File: config.mk
export PLATFORM = sky130hd
export DESIGN_NAME = lztd_out_reg
export DESIGN_NICKNAME = d
export VERILOG_FILES = /design/src/hdl/lztd_pkg.sv /design/src/hdl/lztd_out_reg.sv
export SDC_FILE = /design/constraint.sdc
export NUM_CORES = 1
export LEC_CHECK = 0
export BUFFER_PORTS_ARGS = -buffer_cell sky130_fd_sc_hd__buf_2
export CORE_AREA = 2 2 39 41
export CTS_BUF_LIST = sky130_fd_sc_hd__clkbuf_4 sky130_fd_sc_hd__clkbuf_8 sky130_fd_sc_hd__clkbuf_16
export DETAILED_ROUTE_END_ITERATION = 10
export DIE_AREA = 0 0 41 43
export PLACE_DENSITY = 0.62
export SETUP_SLACK_MARGIN = 0.05
export SLEW_MARGIN = 20
export SYNTH_ARGS = -nofsm -noshare
export SYNTH_HDL_FRONTEND = slang
export SYNTH_SLANG_ARGS = --single-unit
File: constraint.sdc
create_clock -name clk_i -period 0.9 [get_ports clk_i]
set_input_delay 0.18 -clock clk_i [delete_from_list [all_inputs] [get_ports clk_i]]
set_output_delay 0.18 -clock clk_i [all_outputs]
set_load 0.05 [all_outputs]
File: src/hdl/lztd_pkg.sv
// ----------------------------------------------------------------------------
// lztd_pkg
// shared types and constants of the lz77 token decoder
// ----------------------------------------------------------------------------
package lztd_pkg;

  localparam int unsigned DIST_W = 16;
  localparam int unsigned LEN_W  = 6;
  localparam int unsigned BYTE_W = 8;
  localparam int unsigned SIZE_W = 32;

  typedef enum logic [1:0] {
    ST_OK       = 2'd0,
    ST_BAD_DIST = 2'd1,
    ST_OVERFLOW = 2'd2,
    ST_FAILED   = 2'd3
  } status_e;

  // one result transaction
  typedef struct packed {
    logic [BYTE_W-1:0] out_byte;
    status_e           status;
    logic              last;
  } result_t;

endpackage

File: src/hdl/lztd_out_reg.sv
// ----------------------------------------------------------------------------
// lztd_out_reg
// output register stage for result transactions
// ----------------------------------------------------------------------------
module lztd_out_reg
  import lztd_pkg::*;
(
  input  logic    clk_i,
  input  logic    rst_ni,
  input  logic    push_i,
  input  result_t data_i,
  input  logic    stall_i,
  output logic    valid_o,
  output result_t data_o,
  output logic    free_o
);

  logic    valid_q, valid_d;
  result_t data_q;

  // slot can take a new result if empty or drained this cycle
  assign free_o  = !valid_q || !stall_i;
  assign valid_d = push_i || (valid_q && stall_i);

  always_ff @(posedge clk_i or negedge rst_ni) begin
    if (!rst_ni) begin
      valid_q <= 1'b0;
    end else begin
      valid_q <= valid_d;
    end
  end

  always_ff @(posedge clk_i) begin
    if (push_i) begin
      data_q <= data_i;
    end
  end

  assign valid_o = valid_q;
  assign data_o  = data_q;

endmodule

== Word-level counts from Yosys, hierarchy flattened ==
Cells that the tools add are included.

* Bits in registers: 12
* Latch bits: 0
* Memory bits (writable): 0
* Memory bits (read-only): 0
* Input port bits: 15
* Output and inout port bits: 13
* Memories kept: 0

* Add/subtract/negate cells: 0
* Multipliers: 0
* Divide/modulo/power cells: 0
* Magnitude comparators: 0
* Equality and inequality tests: 0
* Shift operators: 0
* Muxes and demuxes: 0
* Bitwise operators: 0
* Reductions and logical operators: 5

{| class="wikitable"
|+ Operators with widths
! operator !! number
|-
| zero test 1 bit || 2
|-
| logical OR 1 bit || 2
|-
| logical AND 1 bit || 1
|}

== Depth between registers and ports, before layout ==
* Word-level depth: 2
* Mapped depth: 1

== Least setup slack after synthesis ==
Ideal clock, no wire load.

* Path kind: reg-to-output
* From: register valid_q, in the netlist valid_o
* To: output port free_o
* Arrival time: 1036 ps
* Setup slack: -316 ps
* Stages on the path, launching flop included: 2
* Path through: dfrtp_1 > nand2_1

* Word-level cells in the longest chain between the ends: 2

{| class="wikitable"
|+ Ends and longest elaborated chain
! what !! line !! source
|-
| start, declared || lztd_out_reg.sv:18 || <nowiki>logic valid_q, valid_d;</nowiki>
|-
| start signal, assigned || lztd_out_reg.sv:29 || <nowiki>valid_q <= valid_d;</nowiki>
|-
| zero test 1 bit || lztd_out_reg.sv:22 || <nowiki>assign free_o = !valid_q || !stall_i;</nowiki>
|-
| logical OR 1 bit || lztd_out_reg.sv:22 ||
|-
| end, declared || lztd_out_reg.sv:15 || <nowiki>output logic free_o</nowiki>
|}

No other way between the ends.

== Worst setup path after layout ==
Same ends and word-level chain as after synthesis.

==> flow_metrics.tcl <==
set metrics [dict create \
    status "finished with violations" \
    violations "negative setup slack" \
    avgRoutedWirePerCell_um 11.0 \
    end_kind "output port" \
    wl_met2_um 326 \
    nets 62 \
    fin_crit_sh_pct 120 \
    detail-route-antenna-nets 0 \
    drt-total-wl_um 683 \
    area_growth_syn_to_layout_pct 77.8 \
    start_util_pct 26.5 \
    drc_errors 0 \
    start_kind "register" \
    numPortBuffers 27 \
    p_switching_w 0.000385 \
    netlist.area_leader.share_pct 90.1 \
    fp.dieH_um 43 \
    syn_area_um2 367 \
    drive_gt1_share_pct 71.7 \
    die_x_um 41 \
    htree_levels 1 \
    cp.required_ns 0.72 \
    r2r_cells 1 \
    vias 247 \
    arrival_ns 0.90 \
    slew_headroom_pct 82.4 \
    cts.clk_slew.worst_paths_ns 0.07 \
    place_area_um2 531 \
    synth_warnings 0 \
    cts_root_buffer "clkbuf_4" \
    hold_viol_final 0 \
    p_leak_nw 0.286 \
    cts_tree "yes" \
    detailedRoute.firstIterationViolations 1 \
    clockBufferDepth 2 \
    io_pins 28 \
    rr_startpoint "valid_o" \
    critPathCapture "free_o" \
    ys_ff_latch 12 \
    switching_share_pct 28.4 \
    worst_clock_skew_ns 0 \
    grt.total_usage_pct 9.36 \
    setup_viol 13 \
    synth_edf_count 11 \
    grt_max_degree 13 \
    top_layer_used "met3" \
    yosysTopAreaCell "edfxtp_1" \
    postSynth.asyncResetShare_pct 8.33 \
    overflow 0 \
    path_class "reg -> out" \
    hold_class "in -> reg" \
    postSynthNetCount 29 \
    core_area_um2 1380 \
    power_density_nw_per_um2 2080 \
    diodes 0 \
    yosysMostFrequentCell "edfxtp_1" \
    setup_ws_ns -0.180 \
    crit_start "valid_o" \
    path_max_fanout 3 \
    wl_met1_um 248 \
    fillers 130 \
    power_frac_comb_pct 22.8 \
    dieArea_um2 1760 \
    grt_setup_unrepaired "true" \
    slew_viol_final 0 \
    p_seq_share_pct 50.1 \
    grt_pass1_vias 254 \
    grt_pass1_wl_mm 1.01 \
    drv_cap 0 \
    synth_commonest_cells "edfxtp_1, a21o_1, dfrtp_1, nand2_1" \
    first_pass_iters 2 \
    utilization_pct 47.1 \
    yosysSeqAreaShare_pct 96.9 \
    fin_area_um2 652 \
    synthCells 14 \
    viasPerCell 3.98 \
    gp_congestion 0.598 \
    clkPwrFrac_pct 27.1 \
    worst-slew-pin-transition_ns 0.263 \
    r2r-end "valid_o" \
    cts.sink_count 12 \
    synth-main-ff-cell "edfxtp_1" \
    period_needed_ns 1.08 \
    rrSetupSlack_ns 0.19 \
    fmax_mhz 926 \
    synth.area.top_cells "edfxtp_1, dfrtp_1, a21o_1, nand2_1" \
    wl_met3_um 107 \
    antenna_found_initial 0 \
    numCtsBuffers 3 \
    synth.avg_cell_area_um2 26.2 \
    clk_latency_ns 0.26 \
    vdd_drop_max_mv 0.641 \
    yosys.cell_types.count 4 \
    postCtsSetupRepairBufs 0 \
    rows 14 \
    p_int_w 0.000972 \
]
## cells in the final DEF, fill, tap and decap left out, drive strengths merged
master	count
clkbuf	4
dfrtp	1
buf	27
nand2	1
a21o	1
edfxtp	11
dlygate4sd3	1
## metal layers
metal	vias up	global-route usage (%)
met5	-	0
met4	0	8.00
met3	0	6.28
met2	19	12.2
met1	110	9.76
li1	118	-
## sequential cells by signal, summed over array words and instances, names as in the netlist
register,cells
valid_o,1
data_o,11
## logic make-up (layout without fill, tap and decap cells)
logic type | count (synthesis) | count (layout) | share of synthesized area, %
buffers and inverters | 0 | 32 | 0
flip-flops | 12 | 12 | 96.9
AND/OR/NAND/NOR | 1 | 1 | 1.02
AO/OA/AOI/OAI | 1 | 1 | 2.05
## cell type report
cell class	instances	area [µm²]	area share [%]
clock buffer	4	30.0	4.61
multi-input combinational	2	18.8	2.88
sequential	12	357	54.7
tap	16	20.0	3.07
timing repair buffer	28	226	34.7
## worst min path at each step
stage	start	to	slack [ns]	cells after the start
finish	data_i[9]	data_o[9]	0.08	1
global route	data_i[1]	data_o[1]	0.07	1
CTS	data_i[9]	data_o[9]	0.07	1
detailed placement	rst_ni	valid_o	-0.04	1
global placement	rst_ni	valid_o	-0.04	1
floorplan	rst_ni	valid_o	-0.12	0
## power groups by stage
stage                     Sequential (W)  Clock, W  Combinational [W]
after floorplan                 0.000837         0          0.0000168
after global placement          0.000679         0           0.000251
after detailed placement        0.000681         0           0.000253
after CTS                       0.000679  0.000393           0.000312
after global routing            0.000683  0.000410           0.000323
final                           0.000679  0.000368           0.000310
## worst max-delay path: stages, from the launching register on
cell and delay (ns):
dfrtp_2 0.43, nand2_4 0.07, buf_8 0.14
## per-stage QoR
step / power (W) / cells / setup slack [ns] / hold WS, ns / TNS (ns)
final: 0.00136 / 62 / -0.180 / 0.0837 / -1.40
after global routing: 0.00142 / 62 / -0.220 / 0.0678 / -1.88
after CTS: 0.00138 / 62 / -0.196 / 0.0674 / -1.62
after detailed placement: 0.000934 / 57 / 0.0132 / -0.0449 / 0
after global placement: 0.000930 / 57 / 0.0188 / -0.0448 / 0
after floorplan: 0.000854 / 14 / 0.0175 / -0.116 / 0
## timing repair
| action | CTS | global route |
|---|---|---|
| resized for setup | 26 | 0 |
| endpoints found under the setup margin | 13 | 13 |
| hold endpoints to repair | 1 | 0 |
| hold buffers | 1 | 0 |
No activity file was read; power rests on OpenSTA's default activity.
